<file path="src/hw/rtl/tgt_pkg.sv">
package tgt_pkg;

   // geometry
   localparam int MAX_DIM    = 256;
   localparam int IDX_W      = $clog2(MAX_DIM);
   localparam int DIM_CNT_W  = IDX_W + 1;
   localparam int CFG_DIM_W  = 9;
   // Q8.8 offset: index*256 + 128 - centre, signed, with room for a 16-bit centre
   localparam int OFS_W      = ((IDX_W + 8 > 16) ? IDX_W + 8 : 16) + 2;
   localparam int PROD_W     = 2 * OFS_W;

   // accumulators and divider
   localparam int SUM_W      = 48;
   localparam int CNT_W      = 17;
   localparam int DIV_CNT_W  = $clog2(SUM_W);
   localparam int MOM_W      = 32;

   // ports
   localparam int REQ_DATA_W = 16;
   localparam int RSP_DATA_W = 120;
   localparam int CSR_IDX_W  = 3;
   localparam int CSR_DATA_W = 16;

   localparam logic [CSR_IDX_W-1:0] REG_THRESHOLD = 3'd0;
   localparam logic [CSR_IDX_W-1:0] REG_CENTRE_X  = 3'd1;
   localparam logic [CSR_IDX_W-1:0] REG_CENTRE_Y  = 3'd2;
   localparam logic [CSR_IDX_W-1:0] REG_WIDTH     = 3'd3;
   localparam logic [CSR_IDX_W-1:0] REG_HEIGHT    = 3'd4;

   typedef enum logic [1:0] {
      ST_RUN,
      ST_DRAIN,
      ST_DIVIDE,
      ST_EMIT
   } ctrl_state_type;

   typedef struct packed {
      logic accept;
      logic div_start;
      logic out_load;
   } cmd_type;

   typedef struct packed {
      logic wrap;
      logic pipe_busy;
      logic div_done;
      logic out_free;
   } status_type;

endpackage

</file>
<file path="src/hw/rtl/thresholded_gyration_tensor.sv">
// channel | direction | handshake            | payload
// req     | in        | req_tvalid/tready    | tdata: field_value
// rsp     | out       | rsp_tvalid/tready    | tdata: moment_xx, moment_yy, moment_xy,
//         |           |                      |        inside_count; tuser: empty_window
// csr     | in        | csr_we               | csr_index, csr_wdata
//
// Samples of a window are taken one per cycle. After the last sample of a
// window, req_tready stays low while the offset and multiply stages drain, the
// bit-serial divider runs and the result register loads once it is free. The
// result register frees the input side: the next window starts while a result
// waits on rsp_tready, only the next load waits.
// Reset is synchronous, active high, clears the sums and counters, restores config.
module thresholded_gyration_tensor (
   input  logic                               clock,
   input  logic                               reset,
   input  logic                               req_tvalid,
   output logic                               req_tready,
   input  logic [tgt_pkg::REQ_DATA_W-1:0]     req_tdata,  // [15:0] field_value
   output logic                               rsp_tvalid,
   input  logic                               rsp_tready,
   // [31:0] moment_xx, [63:32] moment_yy, [95:64] moment_xy, [112:96] inside_count
   output logic [tgt_pkg::RSP_DATA_W-1:0]     rsp_tdata,
   output logic                               rsp_tuser,  // [0] empty_window
   input  logic                               csr_we,
   input  logic [tgt_pkg::CSR_IDX_W-1:0]      csr_index,
   input  logic [tgt_pkg::CSR_DATA_W-1:0]     csr_wdata
);

   tgt_pkg::cmd_type    cmd;
   tgt_pkg::status_type status;

   tgt_ctrl u_ctrl (
      .clock      (clock),
      .reset      (reset),
      .req_tvalid (req_tvalid),
      .req_tready (req_tready),
      .status     (status),
      .cmd        (cmd)
   );

   tgt_datapath u_datapath (
      .clock      (clock),
      .reset      (reset),
      .csr_we     (csr_we),
      .csr_index  (csr_index),
      .csr_wdata  (csr_wdata),
      .req_tdata  (req_tdata),
      .rsp_tvalid (rsp_tvalid),
      .rsp_tready (rsp_tready),
      .rsp_tdata  (rsp_tdata),
      .rsp_tuser  (rsp_tuser),
      .cmd        (cmd),
      .status     (status)
   );

endmodule

</file>
<file path="src/hw/rtl/tgt_ctrl.sv">
module tgt_ctrl (
   input  logic                clock,
   input  logic                reset,
   input  logic                req_tvalid,
   output logic                req_tready,
   input  tgt_pkg::status_type status,
   output tgt_pkg::cmd_type    cmd
);

   tgt_pkg::ctrl_state_type state_ff;
   tgt_pkg::ctrl_state_type state_in;

   always_ff @(posedge clock) begin
      if (reset) begin
         state_ff <= tgt_pkg::ST_RUN;
      end else begin
         state_ff <= state_in;
      end
   end

   always_comb begin
      state_in   = state_ff;
      cmd        = '0;
      req_tready = 1'b0;
      case (state_ff)
         tgt_pkg::ST_RUN: begin
            req_tready = 1'b1;
            if (req_tvalid) begin
               cmd.accept = 1'b1;
               if (status.wrap) begin
                  state_in = tgt_pkg::ST_DRAIN;
               end
            end
         end
         tgt_pkg::ST_DRAIN: begin
            // wait for the last product to land in the sums
            if (!status.pipe_busy) begin
               cmd.div_start = 1'b1;
               state_in      = tgt_pkg::ST_DIVIDE;
            end
         end
         tgt_pkg::ST_DIVIDE: begin
            if (status.div_done) begin
               state_in = tgt_pkg::ST_EMIT;
            end
         end
         tgt_pkg::ST_EMIT: begin
            if (status.out_free) begin
               cmd.out_load = 1'b1;
               state_in     = tgt_pkg::ST_RUN;
            end
         end
         default: begin
            state_in = tgt_pkg::ST_RUN;
         end
      endcase
   end

endmodule

</file>
<file path="src/hw/rtl/tgt_datapath.sv">
module tgt_datapath (
   input  logic                                 clock,
   input  logic                                 reset,
   input  logic                                 csr_we,
   input  logic [tgt_pkg::CSR_IDX_W-1:0]        csr_index,
   input  logic [tgt_pkg::CSR_DATA_W-1:0]       csr_wdata,
   input  logic [tgt_pkg::REQ_DATA_W-1:0]       req_tdata,
   output logic                                 rsp_tvalid,
   input  logic                                 rsp_tready,
   output logic [tgt_pkg::RSP_DATA_W-1:0]       rsp_tdata,
   output logic                                 rsp_tuser,
   input  tgt_pkg::cmd_type                     cmd,
   output tgt_pkg::status_type                  status
);

   localparam int IDX_W  = tgt_pkg::IDX_W;
   localparam int DCW    = tgt_pkg::DIM_CNT_W;
   localparam int OFS_W  = tgt_pkg::OFS_W;
   localparam int PROD_W = tgt_pkg::PROD_W;
   localparam int SUM_W  = tgt_pkg::SUM_W;
   localparam int CNT_W  = tgt_pkg::CNT_W;
   localparam int MOM_W  = tgt_pkg::MOM_W;
   localparam int EXT_W  = SUM_W + 1 - PROD_W;
   localparam int PAD_W  = tgt_pkg::RSP_DATA_W - 3 * MOM_W - CNT_W;
   localparam logic [tgt_pkg::DIV_CNT_W-1:0] DIV_LAST = tgt_pkg::DIV_CNT_W'(SUM_W - 1);

   localparam logic [SUM_W-1:0] SUM_U_MAX = {SUM_W{1'b1}};
   localparam logic [SUM_W-1:0] SUM_S_MAX = {1'b0, {(SUM_W-1){1'b1}}};
   localparam logic [SUM_W-1:0] SUM_S_MIN = {1'b1, {(SUM_W-1){1'b0}}};
   localparam logic [SUM_W-1:0] Q_U_MAX   = {{(SUM_W-MOM_W){1'b0}}, {MOM_W{1'b1}}};
   localparam logic [SUM_W-1:0] Q_S_MAX   = {{(SUM_W-MOM_W+1){1'b0}}, {(MOM_W-1){1'b1}}};
   localparam logic [SUM_W-1:0] Q_S_MIN   = {{(SUM_W-MOM_W){1'b0}}, 1'b1, {(MOM_W-1){1'b0}}};

   function automatic logic [DCW-1:0] clamp_dim(input logic [tgt_pkg::CFG_DIM_W-1:0] d);
      int dv;
      dv = int'(d);
      if (dv == 0) begin
         dv = 1;
      end else if (dv > tgt_pkg::MAX_DIM) begin
         dv = tgt_pkg::MAX_DIM;
      end
      return DCW'(dv);
   endfunction

   // configuration
   logic signed [15:0]                   threshold_ff;
   logic [15:0]                          centre_x_ff;
   logic [15:0]                          centre_y_ff;
   logic [tgt_pkg::CFG_DIM_W-1:0]        width_ff;
   logic [tgt_pkg::CFG_DIM_W-1:0]        height_ff;

   always_ff @(posedge clock) begin
      if (reset) begin
         threshold_ff <= 16'sd8192;
         centre_x_ff  <= '0;
         centre_y_ff  <= '0;
         width_ff     <= 9'd256;
         height_ff    <= 9'd256;
      end else if (csr_we) begin
         case (csr_index)
            tgt_pkg::REG_THRESHOLD: threshold_ff <= $signed(csr_wdata);
            tgt_pkg::REG_CENTRE_X:  centre_x_ff  <= csr_wdata;
            tgt_pkg::REG_CENTRE_Y:  centre_y_ff  <= csr_wdata;
            tgt_pkg::REG_WIDTH:     width_ff     <= csr_wdata[tgt_pkg::CFG_DIM_W-1:0];
            tgt_pkg::REG_HEIGHT:    height_ff    <= csr_wdata[tgt_pkg::CFG_DIM_W-1:0];
            default: begin
            end
         endcase
      end
   end

   // scan position
   logic [IDX_W-1:0] outer_ff;
   logic [IDX_W-1:0] inner_ff;
   logic [DCW-1:0]   outer_next;
   logic [DCW-1:0]   inner_next;
   logic             outer_wrap;
   logic             inner_wrap;

   assign inner_next = {1'b0, inner_ff} + DCW'(1);
   assign outer_next = {1'b0, outer_ff} + DCW'(1);
   assign inner_wrap = inner_next >= clamp_dim(height_ff);
   assign outer_wrap = outer_next >= clamp_dim(width_ff);

   always_ff @(posedge clock) begin
      if (reset) begin
         outer_ff <= '0;
         inner_ff <= '0;
      end else if (cmd.accept) begin
         if (!inner_wrap) begin
            inner_ff <= inner_next[IDX_W-1:0];
         end else begin
            inner_ff <= '0;
            outer_ff <= outer_wrap ? '0 : outer_next[IDX_W-1:0];
         end
      end
   end

   // stage 1: threshold and offsets
   logic                    s1_valid_ff;
   logic                    s1_inside_ff;
   logic signed [OFS_W-1:0] dx_ff;
   logic signed [OFS_W-1:0] dy_ff;
   logic signed [OFS_W-1:0] dx_in;
   logic signed [OFS_W-1:0] dy_in;

   assign dx_in = $signed({{(OFS_W-IDX_W-8){1'b0}}, outer_ff, 8'h80})
                - $signed({{(OFS_W-16){1'b0}}, centre_x_ff});
   assign dy_in = $signed({{(OFS_W-IDX_W-8){1'b0}}, inner_ff, 8'h80})
                - $signed({{(OFS_W-16){1'b0}}, centre_y_ff});

   always_ff @(posedge clock) begin
      if (reset) begin
         s1_valid_ff <= 1'b0;
      end else begin
         s1_valid_ff <= cmd.accept;
      end
   end

   always_ff @(posedge clock) begin
      if (cmd.accept) begin
         s1_inside_ff <= $signed(req_tdata) > threshold_ff;
         dx_ff        <= dx_in;
         dy_ff        <= dy_in;
      end
   end

   // stage 2: products
   logic                     s2_valid_ff;
   logic signed [PROD_W-1:0] p_xx_ff;
   logic signed [PROD_W-1:0] p_yy_ff;
   logic signed [PROD_W-1:0] p_xy_ff;

   always_ff @(posedge clock) begin
      if (reset) begin
         s2_valid_ff <= 1'b0;
      end else begin
         s2_valid_ff <= s1_valid_ff && s1_inside_ff;
      end
   end

   always_ff @(posedge clock) begin
      p_xx_ff <= dx_ff * dx_ff;
      p_yy_ff <= dy_ff * dy_ff;
      p_xy_ff <= dx_ff * dy_ff;
   end

   // stage 3: saturating accumulation
   logic [SUM_W-1:0] sum_xx_ff;
   logic [SUM_W-1:0] sum_yy_ff;
   logic [SUM_W-1:0] sum_xy_ff;
   logic [CNT_W-1:0] hit_count_ff;
   logic [SUM_W:0]   add_xx;
   logic [SUM_W:0]   add_yy;
   logic [SUM_W:0]   add_xy;
   logic [SUM_W-1:0] sum_xx_in;
   logic [SUM_W-1:0] sum_yy_in;
   logic [SUM_W-1:0] sum_xy_in;

   always_comb begin
      add_xx = {1'b0, sum_xx_ff} + {{EXT_W{1'b0}}, p_xx_ff};
      add_yy = {1'b0, sum_yy_ff} + {{EXT_W{1'b0}}, p_yy_ff};
      add_xy = {sum_xy_ff[SUM_W-1], sum_xy_ff} + {{EXT_W{p_xy_ff[PROD_W-1]}}, p_xy_ff};
      sum_xx_in = add_xx[SUM_W] ? SUM_U_MAX : add_xx[SUM_W-1:0];
      sum_yy_in = add_yy[SUM_W] ? SUM_U_MAX : add_yy[SUM_W-1:0];
      if (add_xy[SUM_W] != add_xy[SUM_W-1]) begin
         sum_xy_in = add_xy[SUM_W] ? SUM_S_MIN : SUM_S_MAX;
      end else begin
         sum_xy_in = add_xy[SUM_W-1:0];
      end
   end

   always_ff @(posedge clock) begin
      if (reset || cmd.div_start) begin
         sum_xx_ff    <= '0;
         sum_yy_ff    <= '0;
         sum_xy_ff    <= '0;
         hit_count_ff <= '0;
      end else if (s2_valid_ff) begin
         sum_xx_ff <= sum_xx_in;
         sum_yy_ff <= sum_yy_in;
         sum_xy_ff <= sum_xy_in;
         if (hit_count_ff != {CNT_W{1'b1}}) begin
            hit_count_ff <= hit_count_ff + CNT_W'(1);
         end
      end
   end

   // restoring divider, three lanes, one quotient bit per cycle
   logic [SUM_W-1:0]          quo_ff [3];
   logic [CNT_W-1:0]          rem_ff [3];
   logic [SUM_W-1:0]          quo_in [3];
   logic [CNT_W-1:0]          rem_in [3];
   logic [CNT_W-1:0]          divisor_ff;
   logic                      xy_neg_ff;
   logic                      div_busy_ff;
   logic [tgt_pkg::DIV_CNT_W-1:0] div_cnt_ff;

   always_comb begin
      logic [CNT_W:0] shifted;
      for (int i = 0; i < 3; i++) begin
         shifted = {rem_ff[i], quo_ff[i][SUM_W-1]};
         if (shifted >= {1'b0, divisor_ff}) begin
            rem_in[i] = CNT_W'(shifted - {1'b0, divisor_ff});
            quo_in[i] = {quo_ff[i][SUM_W-2:0], 1'b1};
         end else begin
            rem_in[i] = shifted[CNT_W-1:0];
            quo_in[i] = {quo_ff[i][SUM_W-2:0], 1'b0};
         end
      end
   end

   always_ff @(posedge clock) begin
      if (reset) begin
         div_busy_ff <= 1'b0;
         div_cnt_ff  <= '0;
      end else if (cmd.div_start) begin
         div_busy_ff <= 1'b1;
         div_cnt_ff  <= '0;
      end else if (div_busy_ff) begin
         div_cnt_ff <= div_cnt_ff + tgt_pkg::DIV_CNT_W'(1);
         if (div_cnt_ff == DIV_LAST) begin
            div_busy_ff <= 1'b0;
         end
      end
   end

   always_ff @(posedge clock) begin
      if (cmd.div_start) begin
         quo_ff[0]  <= sum_xx_ff;
         quo_ff[1]  <= sum_yy_ff;
         quo_ff[2]  <= sum_xy_ff[SUM_W-1] ? (~sum_xy_ff + SUM_W'(1)) : sum_xy_ff;
         xy_neg_ff  <= sum_xy_ff[SUM_W-1];
         divisor_ff <= hit_count_ff;
         for (int i = 0; i < 3; i++) begin
            rem_ff[i] <= '0;
         end
      end else if (div_busy_ff) begin
         for (int i = 0; i < 3; i++) begin
            quo_ff[i] <= quo_in[i];
            rem_ff[i] <= rem_in[i];
         end
      end
   end

   // saturate quotients to the result ranges
   logic [MOM_W-1:0] mom_xx;
   logic [MOM_W-1:0] mom_yy;
   logic [MOM_W-1:0] mom_xy;
   logic             empty;

   assign empty  = divisor_ff == '0;
   assign mom_xx = (quo_ff[0] > Q_U_MAX) ? {MOM_W{1'b1}} : quo_ff[0][MOM_W-1:0];
   assign mom_yy = (quo_ff[1] > Q_U_MAX) ? {MOM_W{1'b1}} : quo_ff[1][MOM_W-1:0];

   always_comb begin
      logic [SUM_W-1:0] neg_q;
      neg_q = ~quo_ff[2] + SUM_W'(1);
      if (xy_neg_ff) begin
         mom_xy = (quo_ff[2] > Q_S_MIN) ? Q_S_MIN[MOM_W-1:0] : neg_q[MOM_W-1:0];
      end else begin
         mom_xy = (quo_ff[2] > Q_S_MAX) ? Q_S_MAX[MOM_W-1:0] : quo_ff[2][MOM_W-1:0];
      end
   end

   // result register
   logic                            rsp_valid_ff;
   logic [tgt_pkg::RSP_DATA_W-1:0]  rsp_data_ff;
   logic                            rsp_user_ff;

   always_ff @(posedge clock) begin
      if (reset) begin
         rsp_valid_ff <= 1'b0;
      end else if (cmd.out_load) begin
         rsp_valid_ff <= 1'b1;
      end else if (rsp_tready) begin
         rsp_valid_ff <= 1'b0;
      end
   end

   always_ff @(posedge clock) begin
      if (cmd.out_load) begin
         if (empty) begin
            rsp_data_ff <= '0;
         end else begin
            rsp_data_ff <= {{PAD_W{1'b0}}, divisor_ff, mom_xy, mom_yy, mom_xx};
         end
         rsp_user_ff <= empty;
      end
   end

   assign rsp_tvalid = rsp_valid_ff;
   assign rsp_tdata  = rsp_data_ff;
   assign rsp_tuser  = rsp_user_ff;

   assign status.wrap      = inner_wrap && outer_wrap;
   assign status.pipe_busy = s1_valid_ff || s2_valid_ff;
   assign status.div_done  = div_busy_ff && (div_cnt_ff == DIV_LAST);
   assign status.out_free  = !rsp_valid_ff || rsp_tready;

endmodule

</file>
<file path="config.mk">
export PLATFORM = sky130hd
export DESIGN_NAME = thresholded_gyration_tensor
export DESIGN_NICKNAME = d
export VERILOG_FILES = /design/src/hw/rtl/tgt_pkg.sv /design/src/hw/rtl/thresholded_gyration_tensor.sv /design/src/hw/rtl/tgt_ctrl.sv /design/src/hw/rtl/tgt_datapath.sv
export SDC_FILE = /design/constraint.sdc
export NUM_CORES = 2
export LEC_CHECK = 0
export ABC_CLOCK_PERIOD_IN_PS = 8800
export BUFFER_PORTS_ARGS = -buffer_cell sky130_fd_sc_hd__buf_2
export CORE_MARGIN = 3
export CORE_UTILIZATION = 50
export DETAILED_ROUTE_END_ITERATION = 8
export PLACE_DENSITY = 0.66
export SYNTH_ARGS = -nofsm -noshare
export SYNTH_HDL_FRONTEND = slang
export SYNTH_SLANG_ARGS = --single-unit
</file>
<file path="constraint.sdc">
create_clock -name clock -period 8.8 [get_ports clock]
set_clock_uncertainty 0.05 [all_clocks]
set_input_delay 1.32 -clock clock [delete_from_list [all_inputs] [get_ports clock]]
set_output_delay 1.32 -clock clock [all_outputs]
set_load 0.05 [all_outputs]
</file>
==> summary.md <==
| Metric | Value |
|---|---|
| Finished Layout Cells | approximately 9400 |
| CORE AREA | between 0.1 and 0.15 mm^2 |
| Register area share after synthesis | 0.2613 |
| Crit share post-route | 0.8549 |
| HP Class | register to register |
| H-tree lvl count | 3 |
| Routed wire per std cell | 17.60 um |
| Row cnt | 135 |
| DR iter-0 viols | between 3000 and 4000 |
| Synth unique cells | 85 |
| Reg clk slew, reported paths | approximately 0.06 ns |
| Delay-heaviest family, CP | adder cells |
| Most frequent cells in the layout | 1190 x inv_1, 945 x nand2_1, 831 x fa_1, 540 x nor2_1, 503 x ha_1 |
| Syn Area/Cell | 9.098 um^2 |
| CP max stage delay | 1.15 ns |
| Hpwl dp | approximately 130000 um |
| Gate Count Post-Synth | 7561 |
| Cells after DPL | 9245 |
| Status | finished, final reports clean |
| CP Capture Type | register |
| Via density | 5.474 |
| Gpl congestion | 0.8885 |
| Clk_lat worst skew | ~0.7 ns |
| Total gr overflow | 0 |
| Slowest cell on crit path | edfxtp_1 |
| First-pass GRT wire length | 271700 um |
| FFs w/ async S/R, synth | 0 |
| Synth Warn # | 0 |
| Worst-margin pin slew | 1.307 ns |
| Post-CTS sizing | 0 |
| Post-layout nets | ~8900 |
| CTS Hold Bufs | 0 |
| PortBufs | 155 |
| RSZ-0062 raised after global routing | no |
| Ys flop type | edfxtp_1 |
| Final Routed Wirelength | 165400 um |
| Mapped Area | 0.06879 mm^2 |
| Antenna violations before repair | 7 |
| Buf/Inv on CP | 4 |
| GRT Total Usage | 0.2371 |
| CP required | a little over 9 ns |
| CTS root buffer | clkbuf_16 |
| Filler cells | 12300 |
| Cell mode on critical path | fa_1 |
| Crit path time final | between 7 and 8 ns |
| Number of global-route vias before repair | roughly 52000 |
| Number of CTS-inserted buffers | between 80 and 90 |
| Largest net degree at the start of global routing | 137 |
| Fmax | 132.9 MHz |
| Final hold viol count | 0 |
| Crit Path Class | register to register |
| Max Transition Viols Final | 0 |
| Die width | 376.9 um |
| First-pass DRT Iterations | 5 |
| CTS tree | done |
| Most common cell after layout, fill and taps aside | inv_1 |
| Final setup vio count | 0 |
| Share of layout cells above drive strength 1 | 0.05438 |
| # Post-CTS Setup Buffers | 0 |
| # IOs | 163 |
| Area delta synth->final | 7.525% |
| Register area | 0.01798 mm^2 |
| Via Count | ~51000 |
| Max Cap Violations | 0 |
| Critical-path cell list | buf_4, nand2_1, fa_1, fa_1, fa_1, inv_1, fa_1, fa_1, inv_1, fa_1, inv_1, ha_1, a21o_1, a21o_1, a21oi_1, o21ai_0, o21ai_0, a31oi_1, a211o_1, o31a_1, a21o_1, a21oi_1, xnor2_1 |
| Critical Path Source Type | register |
| Finished Core Util | 0.5440 |
| Initial Utilization | 0.5059 |
| Arrival time worst endpoint | approximately 8 ns |
| # diodes | 0 |
| Multi-input logic area | roughly 0.045 mm^2 |
| Total die area | 0.1421 mm^2 |
| ANT nets after route | 0 |
| CP Max Fanout | 24 |
| Die height | 376.9 um |
| Setup TNS | 0 ns |
| Post-synth EDFFs | 362 |
| Synth Register Bits | 717 |
| Reg2reg setup slack | around 1.3 ns |
| Clk sinks | slightly above 700 |
| CTS max path bufs | 3 |
| Slew headroom | 0.1245 |
| # DRC | 0 |
## state kept, by name, summed over array words and instances, names as in the netlist, 34 cells and up
register	flops
u_datapath.sum_xx_ff	48
u_datapath.sum_xy_ff	48
u_datapath.rem_ff	51
u_datapath.quo_ff	144
u_datapath.sum_yy_ff	48
u_datapath.rsp_tdata	113
u_datapath.p_xy_ff	34
## worst register-to-register path: stages (launching register included)
cell and delay (ns):
edfxtp_1 1.15, buf_4 0.40, nand2_1 0.11, fa_1 0.47, fa_1 0.44, fa_1 0.43
inv_1 0.08, fa_1 0.43, fa_1 0.56, inv_1 0.05, fa_1 0.47, inv_1 0.04
ha_1 0.34, a21o_1 0.20, a21o_1 0.17, a21oi_1 0.23, o21ai_0 0.11, o21ai_0 0.38
a31oi_1 0.27, a211o_1 0.34, o31a_1 0.27, a21o_1 0.18, a21oi_1 0.16, xnor2_1 0.08
## cells in the mapped netlist, types with 20 or more instances
library cell,count,area (um^2)
inv_1,1190,4467
nand2_1,946,3551
fa_1,831,16640
nor2_1,541,2031
ha_1,503,6294
a21oi_1,446,2232
edfxtp_1,362,10870
dfxtp_1,355,7107
o21ai_0,351,1757
clkbuf_1,310,1164
and2_1,241,1508
xnor2_1,205,1795
xor2_1,175,1533
a21o_1,139,1044
nand3_1,77,385.4
a31oi_1,76,475.5
nor3_1,72,360.4
nor2b_1,55,344.1
nand2b_1,54,337.8
and3_1,52,325.3
maj3_1,44,440.4
or3_1,39,244.0
o31ai_1,37,277.8
nor4_1,35,219.0
nand4_1,34,212.7
o21bai_1,32,240.2
o21a_1,24,180.2
a211oi_1,23,172.7
nand4b_1,20,175.2
## layout make-up
type                       count  area share
clock buffer                 115     0.03163
clock inverter                34    0.005531
multi-input combinational   5318      0.6105
timing repair buffer         230     0.01830
tap                         1781     0.03013
inverter                    1199     0.06085
sequential                   717      0.2431
## per-layer routing
| layer | wire length [um] | up-vias | track usage |
|---|---|---|---|
| li1 | - | 24490 | - |
| met3 | 10270 | 260 | 0.03453 |
| met4 | 5306 | 6 | 0.07883 |
| met5 | 92 | - | 0 |
| met2 | 75590 | 1316 | 0.3797 |
| met1 | 74110 | 25350 | 0.3310 |
## per-stage QoR
step / hold WS, ns / instance area [um^2] / setup slack [ns]
6_report: 0.4059 / 73970 / 1.277
5_1_grt: 0.4204 / 73970 / 0.9048
4_1_cts: 0.4067 / 73970 / 1.305
3_5_place_dp: 0.3989 / 71220 / 1.336
3_3_place_gp: 0.3927 / 71220 / 1.481
2_1_floorplan: 0.3835 / 68810 / 1.712
## final timing paths
path	cells past startpoint	to	from
max reg2reg	23	u_datapath.p_xx_ff[34]$_DFF_P_	u_datapath.dx_ff[5]$_DFFE_PP_
min	2	u_datapath.centre_y_ff[8]$_SDFFE_PP0P_	u_datapath.centre_y_ff[8]$_SDFFE_PP0P_
max	23	u_datapath.p_xx_ff[34]$_DFF_P_	u_datapath.dx_ff[5]$_DFFE_PP_
min reg2reg	2	u_datapath.centre_y_ff[8]$_SDFFE_PP0P_	u_datapath.centre_y_ff[8]$_SDFFE_PP0P_
## kinds of logic after synthesis
group | synth area share
AND/OR/NAND/NOR | 0.1514
flip-flops | 0.2613
buffers and inverters | 0.08401
adder cells (fa/ha/maj) | 0.3397
multiplexers | 0.002619
other | 0.00005451
XOR/XNOR | 0.04838
AO/OA/AOI/OAI | 0.1125
Power is left out: the tool's default activity adds up to more than one toggle a clock period on the data nets, which glitch-free logic cannot reach.
